## config.mk

```make
export PLATFORM = sky130hd
export DESIGN_NAME = epoch_seconds_to_datetime_flat
export DESIGN_NICKNAME = d
export VERILOG_FILES = /design/src/design/esd_pkg.sv /design/src/design/esd_in_if.sv /design/src/design/esd_out_if.sv /design/src/design/epoch_seconds_to_datetime.sv /design/src/design/esd_sub.sv /design/src/design/esd_core.sv /design/src/flat_wrapper.sv
export VERILOG_INCLUDE_DIRS = /design/src /design/src/design
export SDC_FILE = /design/constraint.sdc
export NUM_CORES = 2
export LEC_CHECK = 0
export ABC_AREA = 0
export BUFFER_PORTS_ARGS = -buffer_cell sky130_fd_sc_hd__clkbuf_2
export CAP_MARGIN = 10
export CELL_PAD_IN_SITES_DETAIL_PLACEMENT = 1
export CELL_PAD_IN_SITES_GLOBAL_PLACEMENT = 2
export CORE_MARGIN = 3
export CORE_UTILIZATION = 47
export DETAILED_ROUTE_END_ITERATION = 16
export GPL_TIMING_DRIVEN = 0
export PLACE_DENSITY = 0.95
export SLEW_MARGIN = 0
export SYNTH_ARGS = -nofsm -noshare
export SYNTH_HDL_FRONTEND = slang
export SYNTH_SLANG_ARGS = --single-unit
export TNS_END_PERCENT = 10
```

## constraint.sdc

```tcl
create_clock -name i_clk -period 19.2 [get_ports i_clk]
set_input_delay 1.92 -clock i_clk [delete_from_list [all_inputs] [get_ports i_clk]]
set_output_delay 1.92 -clock i_clk [all_outputs]
set_load 0.1 [all_outputs]
```

## src/design/epoch_seconds_to_datetime_macros.svh

```systemverilog
// Assertion helpers shared by the epoch_seconds_to_datetime design.
// Both expect i_clk and i_rst_n in scope.
`ifndef EPOCH_SECONDS_TO_DATETIME_MACROS_SVH
`define EPOCH_SECONDS_TO_DATETIME_MACROS_SVH

// same-cycle implication
`define ESD_ASSERT_NOW(label, ante, cons) \
    label: assert property (@(posedge i_clk) disable iff (!i_rst_n) (ante) |-> (cons)) \
        else $error("esd check failed");

// next-cycle implication
`define ESD_ASSERT_NEXT(label, ante, cons) \
    label: assert property (@(posedge i_clk) disable iff (!i_rst_n) (ante) |=> (cons)) \
        else $error("esd check failed");

`endif

```

## src/design/esd_pkg.sv

```systemverilog
package esd_pkg;

    localparam int DAYS_W = 16;

    typedef logic [DAYS_W-1:0] t_days;

    localparam logic [5:0]  SECS_PER_MIN  = 6'd60;
    localparam logic [5:0]  MINS_PER_HOUR = 6'd60;
    localparam logic [5:0]  DAY_HOURS     = 6'd24;
    localparam logic [2:0]  WEEK_LEN      = 3'd7;
    localparam logic [7:0]  LEAP_PERIOD   = 8'd4;
    localparam t_days       QUAD_DAYS     = 16'd1461;
    localparam t_days       LEAP_YEAR_LEN = 16'd366;
    localparam t_days       YEAR_LEN      = 16'd365;
    localparam logic [4:0]  MLEN_LONG     = 5'd31;
    localparam logic [4:0]  MLEN_SHORT    = 5'd30;
    localparam logic [4:0]  FEB_LEAP      = 5'd29;
    localparam logic [4:0]  FEB_NORM      = 5'd28;
    localparam logic [3:0]  LAST_MONTH    = 4'd11;

    // x / d == (x * RECIP) >> SHIFT for every 32-bit x
    localparam logic [31:0] RECIP_60 = 32'h8888_8889;
    localparam int          SHIFT_60 = 37;
    localparam logic [31:0] RECIP_24 = 32'hAAAA_AAAB;
    localparam int          SHIFT_24 = 36;
    // exact below 104857, which covers every day count
    localparam logic [31:0] RECIP_7  = 32'd74899;
    localparam int          SHIFT_7  = 19;

    // which divisor the multiplier is working with
    localparam logic [1:0]  DIV_SEC  = 2'd0;
    localparam logic [1:0]  DIV_MIN  = 2'd1;
    localparam logic [1:0]  DIV_HOUR = 2'd2;
    localparam logic [1:0]  DIV_WEEK = 2'd3;

    typedef struct packed {
        logic [7:0] year_offset;
        logic [3:0] month_number;
        logic [4:0] day_of_month;
        logic [2:0] weekday;
        logic [4:0] hour_of_day;
        logic [5:0] minute_of_hour;
        logic [5:0] second_of_minute;
    } t_datetime;

    typedef struct packed {
        logic idle;
        logic done;
    } t_core_stat;

    typedef struct packed {
        t_days diff;
        logic  gt;
    } t_sub_res;

    // month index 0 is January
    function automatic logic [4:0] month_days(input logic leap, input logic [3:0] m);
        logic [4:0] len;
        case (m) inside
            4'd1:                   len = leap ? FEB_LEAP : FEB_NORM;
            4'd3, 4'd5, 4'd8, 4'd10: len = MLEN_SHORT;
            default:                len = MLEN_LONG;
        endcase
        return len;
    endfunction

    // day count minus one, mod 7, gives the weekday with 0 as Sunday
    function automatic logic [2:0] weekday_of(input logic [2:0] qmod);
        return (qmod == 3'd0) ? (WEEK_LEN - 3'd1) : (qmod - 3'd1);
    endfunction

    // x - q * d on the low bits; the true remainder is below 64
    function automatic logic [5:0] low_rem(input logic [5:0] x, input logic [5:0] q,
                                           input logic [5:0] d);
        logic [11:0] p;
        p = 12'(q) * 12'(d);
        return x - p[5:0];
    endfunction

endpackage

```

## src/design/esd_in_if.sv

```systemverilog
interface esd_in_if;
    logic        valid;
    logic        ready;
    logic [31:0] elapsed_seconds;

    modport source (output valid, output elapsed_seconds, input ready);
    modport sink   (input valid, input elapsed_seconds, output ready);
endinterface

```

## src/design/esd_out_if.sv

```systemverilog
interface esd_out_if;
    logic       valid;
    logic       ready;
    logic [7:0] year_offset;
    logic [3:0] month_number;
    logic [4:0] day_of_month;
    logic [2:0] weekday;
    logic [4:0] hour_of_day;
    logic [5:0] minute_of_hour;
    logic [5:0] second_of_minute;

    modport source (output valid, output year_offset, output month_number,
                    output day_of_month, output weekday, output hour_of_day,
                    output minute_of_hour, output second_of_minute, input ready);
    modport sink   (input valid, input year_offset, input month_number,
                    input day_of_month, input weekday, input hour_of_day,
                    input minute_of_hour, input second_of_minute, output ready);
endinterface

```

## src/design/epoch_seconds_to_datetime.sv

```systemverilog
// epoch_seconds_to_datetime
//
// Input channel i_in_ch carries a 32-bit count of seconds since 2000-01-01
// 00:00:00; output channel o_out_ch carries one calendar word per input word
// (year offset, month, day, weekday, hour, minute, second). Both channels use
// valid/ready; a word moves on a clock edge with both high.
//
// o_out_ch.valid rises after the reciprocal divisions by 60, 60, 24 and 7
// (multiply, then remainder), up to 34 four-year steps, 3 single-year steps
// and 11 month steps on the shared subtractor, an exit state per loop and a
// handoff state that waits for the output register. i_in_ch.ready is high
// only while the core is idle: a new word waits until the last is handed off.
//
// A finished word sits in the output register; the core then takes the next
// input word while the receiver stalls, and holds its own result until the
// output register frees up.
// Reset (i_rst_n low at a clock edge) empties the output register and
// returns the core to idle.
`include "epoch_seconds_to_datetime_macros.svh"

module epoch_seconds_to_datetime (
    input  logic         i_clk,
    input  logic         i_rst_n,
    esd_in_if.sink       i_in_ch,
    esd_out_if.source    o_out_ch
);

    esd_pkg::t_core_stat w_stat;
    esd_pkg::t_datetime  w_dt;
    esd_pkg::t_datetime  r_out;
    logic                r_out_valid;
    logic                w_start;
    logic                w_load;
    logic                w_date_ok;
    logic                w_time_ok;

    assign i_in_ch.ready = w_stat.idle;
    assign w_start       = i_in_ch.valid && w_stat.idle;
    assign w_load        = w_stat.done && (!r_out_valid || o_out_ch.ready);

    esd_core u_core (
        .i_clk   (i_clk),
        .i_rst_n (i_rst_n),
        .i_start (w_start),
        .i_secs  (i_in_ch.elapsed_seconds),
        .i_take  (w_load),
        .o_stat  (w_stat),
        .o_dt    (w_dt)
    );

    always_ff @(posedge i_clk) begin
        if (!i_rst_n) begin
            r_out_valid <= 1'b0;
        end else if (w_load) begin
            r_out_valid <= 1'b1;
        end else if (o_out_ch.ready) begin
            r_out_valid <= 1'b0;
        end
    end

    always_ff @(posedge i_clk) begin
        if (w_load) begin
            r_out <= w_dt;
        end
    end

    assign o_out_ch.valid            = r_out_valid;
    assign o_out_ch.year_offset      = r_out.year_offset;
    assign o_out_ch.month_number     = r_out.month_number;
    assign o_out_ch.day_of_month     = r_out.day_of_month;
    assign o_out_ch.weekday          = r_out.weekday;
    assign o_out_ch.hour_of_day      = r_out.hour_of_day;
    assign o_out_ch.minute_of_hour   = r_out.minute_of_hour;
    assign o_out_ch.second_of_minute = r_out.second_of_minute;

    assign w_date_ok = (o_out_ch.month_number != 4'd0) && (o_out_ch.month_number <= 4'd12)
                       && (o_out_ch.day_of_month != 5'd0);
    assign w_time_ok = (o_out_ch.weekday != 3'd7) && (o_out_ch.hour_of_day <= 5'd23)
                       && (o_out_ch.minute_of_hour <= 6'd59)
                       && (o_out_ch.second_of_minute <= 6'd59);

    `ESD_ASSERT_NEXT(a_busy_after_accept, w_start, !i_in_ch.ready)
    `ESD_ASSERT_NEXT(a_load_gives_valid, w_load, o_out_ch.valid)
    `ESD_ASSERT_NOW(a_date_range, o_out_ch.valid, w_date_ok)
    `ESD_ASSERT_NOW(a_time_range, o_out_ch.valid, w_time_ok)

endmodule

```

## src/design/esd_sub.sv

```systemverilog
module esd_sub (
    input  esd_pkg::t_days    i_a,
    input  esd_pkg::t_days    i_b,
    output esd_pkg::t_sub_res o_res
);

    logic [esd_pkg::DAYS_W:0] w_diff;

    assign w_diff       = {1'b0, i_a} - {1'b0, i_b};
    assign o_res.diff   = w_diff[esd_pkg::DAYS_W-1:0];
    assign o_res.gt     = !w_diff[esd_pkg::DAYS_W] && (w_diff[esd_pkg::DAYS_W-1:0] != '0);

endmodule

```

## src/design/esd_core.sv

```systemverilog
module esd_core (
    input  logic                i_clk,
    input  logic                i_rst_n,
    input  logic                i_start,
    input  logic [31:0]         i_secs,
    input  logic                i_take,
    output esd_pkg::t_core_stat o_stat,
    output esd_pkg::t_datetime  o_dt
);

    typedef enum logic [6:0] {
        S_IDLE  = 7'b0000001,
        S_MUL   = 7'b0000010,
        S_REM   = 7'b0000100,
        S_QUAD  = 7'b0001000,
        S_YEAR  = 7'b0010000,
        S_MONTH = 7'b0100000,
        S_DONE  = 7'b1000000
    } t_state;

    t_state            r_state, n_state;
    logic [1:0]        r_idx, n_idx;
    logic [31:0]       r_work, n_work;
    logic [31:0]       r_quot, n_quot;
    esd_pkg::t_days    r_days, n_days;
    logic [7:0]        r_year, n_year;
    logic [3:0]        r_month, n_month;
    logic [5:0]        r_sec, n_sec;
    logic [5:0]        r_min, n_min;
    logic [4:0]        r_hour, n_hour;
    logic [2:0]        r_wday, n_wday;

    logic [31:0]       w_recip;
    logic [5:0]        w_divisor;
    logic [63:0]       w_prod;
    logic [31:0]       w_quot;
    logic [5:0]        w_rem;
    esd_pkg::t_days    w_sub_a, w_sub_b;
    esd_pkg::t_sub_res w_sub;
    logic              w_leap;

    assign w_leap = (r_year[1:0] == 2'b00);

    always_comb begin
        unique case (r_idx)
            esd_pkg::DIV_SEC: begin
                w_recip   = esd_pkg::RECIP_60;
                w_divisor = esd_pkg::SECS_PER_MIN;
            end
            esd_pkg::DIV_MIN: begin
                w_recip   = esd_pkg::RECIP_60;
                w_divisor = esd_pkg::MINS_PER_HOUR;
            end
            esd_pkg::DIV_HOUR: begin
                w_recip   = esd_pkg::RECIP_24;
                w_divisor = esd_pkg::DAY_HOURS;
            end
            esd_pkg::DIV_WEEK: begin
                w_recip   = esd_pkg::RECIP_7;
                w_divisor = 6'(esd_pkg::WEEK_LEN);
            end
        endcase
    end

    assign w_prod = 64'(r_work) * 64'(w_recip);

    always_comb begin
        unique case (r_idx) inside
            esd_pkg::DIV_SEC, esd_pkg::DIV_MIN: w_quot = 32'(w_prod[63:esd_pkg::SHIFT_60]);
            esd_pkg::DIV_HOUR:                  w_quot = 32'(w_prod[63:esd_pkg::SHIFT_24]);
            esd_pkg::DIV_WEEK:                  w_quot = 32'(w_prod[63:esd_pkg::SHIFT_7]);
        endcase
    end

    assign w_rem = esd_pkg::low_rem(r_work[5:0], r_quot[5:0], w_divisor);

    esd_sub u_sub (
        .i_a   (w_sub_a),
        .i_b   (w_sub_b),
        .o_res (w_sub)
    );

    always_comb begin
        w_sub_a = '0;
        w_sub_b = '0;
        unique case (r_state)
            S_QUAD: begin
                w_sub_a = r_days;
                w_sub_b = esd_pkg::QUAD_DAYS;
            end
            S_YEAR: begin
                w_sub_a = r_days;
                w_sub_b = w_leap ? esd_pkg::LEAP_YEAR_LEN : esd_pkg::YEAR_LEN;
            end
            S_MONTH: begin
                w_sub_a = r_days;
                w_sub_b = esd_pkg::t_days'(esd_pkg::month_days(w_leap, r_month));
            end
            default: begin
                w_sub_a = '0;
                w_sub_b = '0;
            end
        endcase
    end

    always_comb begin
        n_state = r_state;
        n_idx   = r_idx;
        n_work  = r_work;
        n_quot  = r_quot;
        n_days  = r_days;
        n_year  = r_year;
        n_month = r_month;
        n_sec   = r_sec;
        n_min   = r_min;
        n_hour  = r_hour;
        n_wday  = r_wday;
        unique case (r_state)
            S_IDLE: begin
                if (i_start) begin
                    n_state = S_MUL;
                    n_work  = i_secs;
                    n_idx   = esd_pkg::DIV_SEC;
                end
            end
            S_MUL: begin
                n_quot  = w_quot;
                n_state = S_REM;
            end
            S_REM: begin
                n_work  = r_quot;
                n_state = S_MUL;
                unique case (r_idx)
                    esd_pkg::DIV_SEC: begin
                        n_sec = w_rem;
                        n_idx = esd_pkg::DIV_MIN;
                    end
                    esd_pkg::DIV_MIN: begin
                        n_min = w_rem;
                        n_idx = esd_pkg::DIV_HOUR;
                    end
                    esd_pkg::DIV_HOUR: begin
                        // quotient is the day count minus one
                        n_hour = w_rem[4:0];
                        n_days = r_quot[esd_pkg::DAYS_W-1:0] + 1'b1;
                        n_idx  = esd_pkg::DIV_WEEK;
                    end
                    esd_pkg::DIV_WEEK: begin
                        n_wday  = esd_pkg::weekday_of(w_rem[2:0]);
                        n_year  = '0;
                        n_state = S_QUAD;
                    end
                endcase
            end
            S_QUAD: begin
                if (w_sub.gt) begin
                    n_days = w_sub.diff;
                    n_year = r_year + esd_pkg::LEAP_PERIOD;
                end else begin
                    n_state = S_YEAR;
                end
            end
            S_YEAR: begin
                if (w_sub.gt) begin
                    n_days = w_sub.diff;
                    n_year = r_year + 1'b1;
                end else begin
                    n_month = '0;
                    n_state = S_MONTH;
                end
            end
            S_MONTH: begin
                if (w_sub.gt && (r_month != esd_pkg::LAST_MONTH)) begin
                    n_days  = w_sub.diff;
                    n_month = r_month + 1'b1;
                end else begin
                    n_state = S_DONE;
                end
            end
            S_DONE: begin
                if (i_take) begin
                    n_state = S_IDLE;
                end
            end
            default: n_state = S_IDLE;
        endcase
    end

    always_ff @(posedge i_clk) begin
        if (!i_rst_n) begin
            r_state <= S_IDLE;
            r_idx   <= esd_pkg::DIV_SEC;
        end else begin
            r_state <= n_state;
            r_idx   <= n_idx;
        end
    end

    always_ff @(posedge i_clk) begin
        r_work  <= n_work;
        r_quot  <= n_quot;
        r_days  <= n_days;
        r_year  <= n_year;
        r_month <= n_month;
        r_sec   <= n_sec;
        r_min   <= n_min;
        r_hour  <= n_hour;
        r_wday  <= n_wday;
    end

    assign o_stat.idle         = (r_state == S_IDLE);
    assign o_stat.done         = (r_state == S_DONE);
    assign o_dt.year_offset      = r_year;
    assign o_dt.month_number     = r_month + 1'b1;
    assign o_dt.day_of_month     = r_days[4:0];
    assign o_dt.weekday          = r_wday;
    assign o_dt.hour_of_day      = r_hour;
    assign o_dt.minute_of_hour   = r_min;
    assign o_dt.second_of_minute = r_sec;

endmodule

```

## src/flat_wrapper.sv

```systemverilog
// flat-port wrapper written by rule: the top's interface ports become plain ports
module epoch_seconds_to_datetime_flat 
  (i_clk, i_rst_n, i_in_ch_valid, i_in_ch_elapsed_seconds, i_in_ch_ready, o_out_ch_valid, o_out_ch_year_offset, o_out_ch_month_number, o_out_ch_day_of_month, o_out_ch_weekday, o_out_ch_hour_of_day, o_out_ch_minute_of_hour, o_out_ch_second_of_minute, o_out_ch_ready);
  esd_in_if i_in_ch_i ();
  esd_out_if o_out_ch_i ();
  input  logic i_clk;
  input  logic i_rst_n;
  input wire logic [$bits(i_in_ch_i.valid)-1:0] i_in_ch_valid;
  input wire logic [$bits(i_in_ch_i.elapsed_seconds)-1:0] i_in_ch_elapsed_seconds;
  output wire logic [$bits(i_in_ch_i.ready)-1:0] i_in_ch_ready;
  output wire logic [$bits(o_out_ch_i.valid)-1:0] o_out_ch_valid;
  output wire logic [$bits(o_out_ch_i.year_offset)-1:0] o_out_ch_year_offset;
  output wire logic [$bits(o_out_ch_i.month_number)-1:0] o_out_ch_month_number;
  output wire logic [$bits(o_out_ch_i.day_of_month)-1:0] o_out_ch_day_of_month;
  output wire logic [$bits(o_out_ch_i.weekday)-1:0] o_out_ch_weekday;
  output wire logic [$bits(o_out_ch_i.hour_of_day)-1:0] o_out_ch_hour_of_day;
  output wire logic [$bits(o_out_ch_i.minute_of_hour)-1:0] o_out_ch_minute_of_hour;
  output wire logic [$bits(o_out_ch_i.second_of_minute)-1:0] o_out_ch_second_of_minute;
  input wire logic [$bits(o_out_ch_i.ready)-1:0] o_out_ch_ready;
  assign i_in_ch_i.valid = i_in_ch_valid;
  assign i_in_ch_i.elapsed_seconds = i_in_ch_elapsed_seconds;
  assign i_in_ch_ready = i_in_ch_i.ready;
  assign o_out_ch_valid = o_out_ch_i.valid;
  assign o_out_ch_year_offset = o_out_ch_i.year_offset;
  assign o_out_ch_month_number = o_out_ch_i.month_number;
  assign o_out_ch_day_of_month = o_out_ch_i.day_of_month;
  assign o_out_ch_weekday = o_out_ch_i.weekday;
  assign o_out_ch_hour_of_day = o_out_ch_i.hour_of_day;
  assign o_out_ch_minute_of_hour = o_out_ch_i.minute_of_hour;
  assign o_out_ch_second_of_minute = o_out_ch_i.second_of_minute;
  assign o_out_ch_i.ready = o_out_ch_ready;
  epoch_seconds_to_datetime u_core (.i_clk(i_clk), .i_rst_n(i_rst_n), .i_in_ch(i_in_ch_i), .o_out_ch(o_out_ch_i));
endmodule
```

==> tab_implementation.tex <==
\begin{tabular}{lr}
\hline
Metric & Value \\
\hline
\multicolumn{2}{l}{\textbf{Outcome}} \\
\quad Result of the run & complete, no violations \\
\multicolumn{2}{l}{\textbf{Placement}} \\
\quad Last weighted congestion value of the routability-driven placer & 1.01 \\
\quad I/O Buffers & 74 \\
\quad Dpl ws & between 8000 and 9000 ps \\
\quad Detailed placer's ending HPWL & 96,300 um \\
\multicolumn{2}{l}{\textbf{STA}} \\
\quad Count of pins over their slew limit & 0 \\
\quad PnR worst setup slack & 8010 ps \\
\quad Final hold violation count & 0 \\
\quad Unrepaired setup endpoints after global routing & false \\
\quad Upper clock frequency limit & 89.4 MHz \\
\quad Largest clock skew in the final design & 12.6 ps \\
\quad Worst Tran Pin Value & roughly 1200 ps \\
\quad Setup violation total in the final timing report & 0 \\
\quad Slew HR & 20.3\% \\
\quad Sum of negative setup slack & 0 ps \\
\quad Crit path time final & $\sim$11,000 ps \\
\quad Part of the cycle the worst path needs & 58.3\% \\
\multicolumn{2}{l}{\textbf{Floorplan}} \\
\quad IO Count & 75 \\
\quad Overall die height & 263 um \\
\quad Initial Util & between 40\% and 50\% \\
\quad Die footprint & 69,100 um2 \\
\quad Number of cell rows & 93 \\
\quad Width of the die & about 260 um \\
\quad CORE AREA & 64,800 um2 \\
\multicolumn{2}{l}{\textbf{Worst setup path}} \\
\quad Startpoint types & flop \\
\quad Arrival @ worst endpoint & 11,330 ps \\
\quad Slowest library cell on the worst path & clkbuf\_1 \\
\quad Most common cell type on the critical path & fa\_1 \\
\quad Kind of capture point of the worst setup path & flop \\
\quad Maximum net fanout on the critical path & 10 \\
\quad Type of the setup path with the least slack & flop to flop \\
\quad Crit path largest cell delay & 770 ps \\
\quad CP required & between 15,000 and 20,000 ps \\
\multicolumn{2}{l}{\textbf{Clock network}} \\
\quad Clock H-tree levels & 4 \\
\quad Clock transition at path regs & 70 ps \\
\quad Source-to-sink clock delay at the later pin of the worst-skew pair & 440 ps \\
\quad Clock tree from TritonCTS & yes \\
\quad Clock buffer depth & 2 \\
\quad Total clock buffers created by CTS & 17 \\
\quad Clock tree sinks & 159 \\
\quad Setup bufs post-CTS & 0 \\
\quad Number of hold-repair buffers added at the cts stage & 0 \\
\quad CTS Root Cell & clkbuf\_16 \\
\quad PostCTS Resize Cnt & 0 \\
\multicolumn{2}{l}{\textbf{Synthesis}} \\
\quad Number of warning messages in the yosys log & 0 \\
\quad Cell Area, Synth & 31,000 um2 \\
\quad Mapped Avg Cell Area & around 9.8 um2 \\
\quad Net count after synthesis & 4,170 \\
\quad Synthesis-stage register bit count & 159 \\
\quad Gate Count Post-Synth & between 3,000 and 4,000 \\
\quad Top flip-flop cell by instance count after synthesis & edfxtp\_1 \\
\quad Portion of the post-synthesis area used by sequential elements & 15.1\% \\
\quad Number of library cell types mapped by synthesis & 91 \\
\quad Number of flops mapped to enable cells by yosys & between 100 and 150 \\
\quad Async SR Flop Fraction & 0\% \\
\multicolumn{2}{l}{\textbf{Min path}} \\
\quad Type of the most critical hold path & flop to flop \\
\multicolumn{2}{l}{\textbf{Global route}} \\
\quad Gr usage total & 31.7\% \\
\quad Wire length of the first global-routing pass & about 160,000 um \\
\quad Number of global-route vias before repair & 26,273 \\
\quad Initial antenna violation count & 2 \\
\quad Largest net degree at the start of global routing & 38 \\
\quad Final global-route overflow total & 0 \\
\multicolumn{2}{l}{\textbf{Drt}} \\
\quad Per-cell via count in the routed design & 5.67 \\
\quad Count of vias placed by the detailed router & approximately 23,000 \\
\quad Drt wl/cell & 26.5 um \\
\quad Initial DRT Pass Iterations & 5 \\
\quad ANT nets after route & 0 \\
\quad Post-detailed-routing wire length & 109,000 um \\
\quad DRC violations left & 0 \\
\quad DR iter-0 viols & 1,611 \\
\multicolumn{2}{l}{\textbf{Layout}} \\
\quad Fraction of layout instances using a drive strength above 1 & 5.27\% \\
\quad Net count reported at finish & 4,267 \\
\quad Area taken by flip-flops and latches & 4670 um2 \\
\quad Fill cells & approximately 7,300 \\
\quad Total area of multi-input combinational cells & 23,100 um2 \\
\quad Antenna diode count & 0 \\
\quad Finished Core Util & 51.0\% \\
\quad Synth-to-Final Area Change & 6.62\% \\
\multicolumn{2}{l}{\textbf{Flow run}} \\
\quad \# Max-Cap Violations & 0 \\
\hline
\end{tabular}
cell type report:
| type | instances | area share, % |
|---|---|---|
| plain buffers | 75 | 0.981 |
| flip-flops and latches | 159 | 14.1 |
| clock inverters | 14 | 0.394 |
| inverters | 787 | 8.94 |
| repair buffers | 78 | 1.21 |
| clock buffers | 18 | 1.30 |
| well taps | 855 | 3.24 |
| multi-input cells | 2130 | 69.8 |
worst max-delay path, delay by kind of cell, from the launching register on:
kind,cells,cell delay [ps]
AOI/OAI and AO/OA,5,1230
DFF,1,380
buffers and inverters,7,2690
and+or+nand+nor,6,1900
xor gates and xnor gates,1,490
adders and majority gates,9,4160
cell usage after synthesis, types with 4 or more instances:
cell      count  area, um2
clkbuf_1     56        210
a21oi_1     111        556
nand3_1      31        155
a22o_1        4       35.0
o21bai_1     11       82.6
o21ai_0      55        275
nand2_1     254        953
a31o_1        4       35.0
nor2_1      104        390
a221o_1      10        100
a221oi_1      5       43.8
buf_2         8       40.0
a31oi_1      11       68.8
xor2_1       43        377
nand4_1      17        106
mux2i_1       4       40.0
a211oi_1      6       45.0
o221ai_1      8       70.1
edfxtp_1    149       4470
o211ai_1      8       60.1
a21o_1       48        360
nor4_1        4       25.0
buf_1         6       22.5
or2_2         4       25.0
inv_1       785       2950
o22ai_1       8       50.1
a311oi_1      5       43.8
and3_1       27        169
and3_2        8       60.1
a22oi_1      10       75.1
xnor2_1      92        806
nor3b_1       4       30.0
o21a_1       13       97.6
ha_1        476       5960
nor3_1       11       55.1
and2_1       71        444
nor2b_1      36        225
o21ai_1      11       55.1
fa_1        507      10100
nand2b_1     34        213
dfxtp_1      10        200
final timing paths:
kind,from,endpoint,slack [ps],depth (start not counted)
max,u_core.u_core.r_idx[0],u_core.u_core.r_quot[7],8010,28
min,u_core.u_core.r_hour[4],u_core.o_out_ch.hour_of_day[4],420,0
max reg2reg,u_core.u_core.r_idx[0],u_core.u_core.r_quot[7],8010,28
min reg2reg,u_core.u_core.r_hour[4],u_core.o_out_ch.hour_of_day[4],420,0
metrics by stage:
stage          hold WS [ps]  area, um2  cells
2_1_floorplan           400      31000   3151
3_3_place_gp            402      32400   4080
3_5_place_dp            407      32500   4084
4_1_cts                 424      33000   4116
5_1_grt                 425      33000   4116
6_report                423      33000   4116
metal layers:
layer	vias to the layer above	global-route usage, %	wire [um]	part of all wire, %
li1	10176	-	-	-
met1	12070	38.9	43000	39
met2	830	54.8	53400	49
met3	259	3.72	5580	5.1
met4	0	16.7	7170	6.6
met5	-	0	0	0
sequential cells by signal, indices dropped and copies added, names as in the netlist:
signal and flops:
u_core.u_core.r_idx 2, u_core.u_core.r_year 8, u_core.o_out_ch.day_of_month 5, u_core.u_core.r_quot 32
u_core.o_out_ch.year_offset 8, u_core.u_core.r_hour 5, u_core.u_core.r_state 7, u_core.u_core.r_work 32
u_core.u_core.r_days 16, u_core.o_out_ch.month_number 4, u_core.o_out_ch.minute_of_hour 6, u_core.u_core.r_month 4
u_core.o_out_ch.valid 1, u_core.o_out_ch.weekday 3, u_core.o_out_ch.second_of_minute 6, u_core.u_core.r_sec 6
u_core.o_out_ch.hour_of_day 5, u_core.u_core.r_min 6, u_core.u_core.r_wday 3
kinds of logic (layout without fill, tap and decap cells):
group / after synthesis / after routing / synth area share, %
flops: 159 / 159 / 15.1
fa+ha+maj: 983 / 983 / 52.0
xor+xnor: 135 / 135 / 3.81
buf+inv: 862 / 972 / 10.6
simple gates: 630 / 630 / 10.0
compound gates: 374 / 374 / 8.20
mux: 8 / 8 / 0.323
cells in the final DEF, fill, tap and decap left out, types with 5 or more instances in the layout:
cell	count
a31oi_1	11
buf_1	6
nand2b_1	34
clkbuf_1	57
xnor2_1	92
a221o_1	10
nor2b_1	35
clkbuf_2	75
o211ai_1	8
buf_2	8
ha_1	476
nor3_1	11
a22oi_1	10
a21o_1	48
xor2_1	43
o21bai_1	11
nand3_1	31
a21oi_1	111
a211oi_1	6
o21ai_1	11
a311oi_1	5
o221ai_1	8
buf_4	6
and3_2	8
and2_1	71
o21a_1	13
o22ai_1	7
a221oi_1	5
inv_1	785
nand2_1	253
nand4_1	17
o21ai_0	55
clkbuf_16	17
fa_1	507
dfxtp_1	10
nor2_1	104
edfxtp_1	149
inv_6	5
and3_1	27
Power is not shown: default switching activity piles up to over one toggle a cycle in this logic, so the estimate is an artifact.
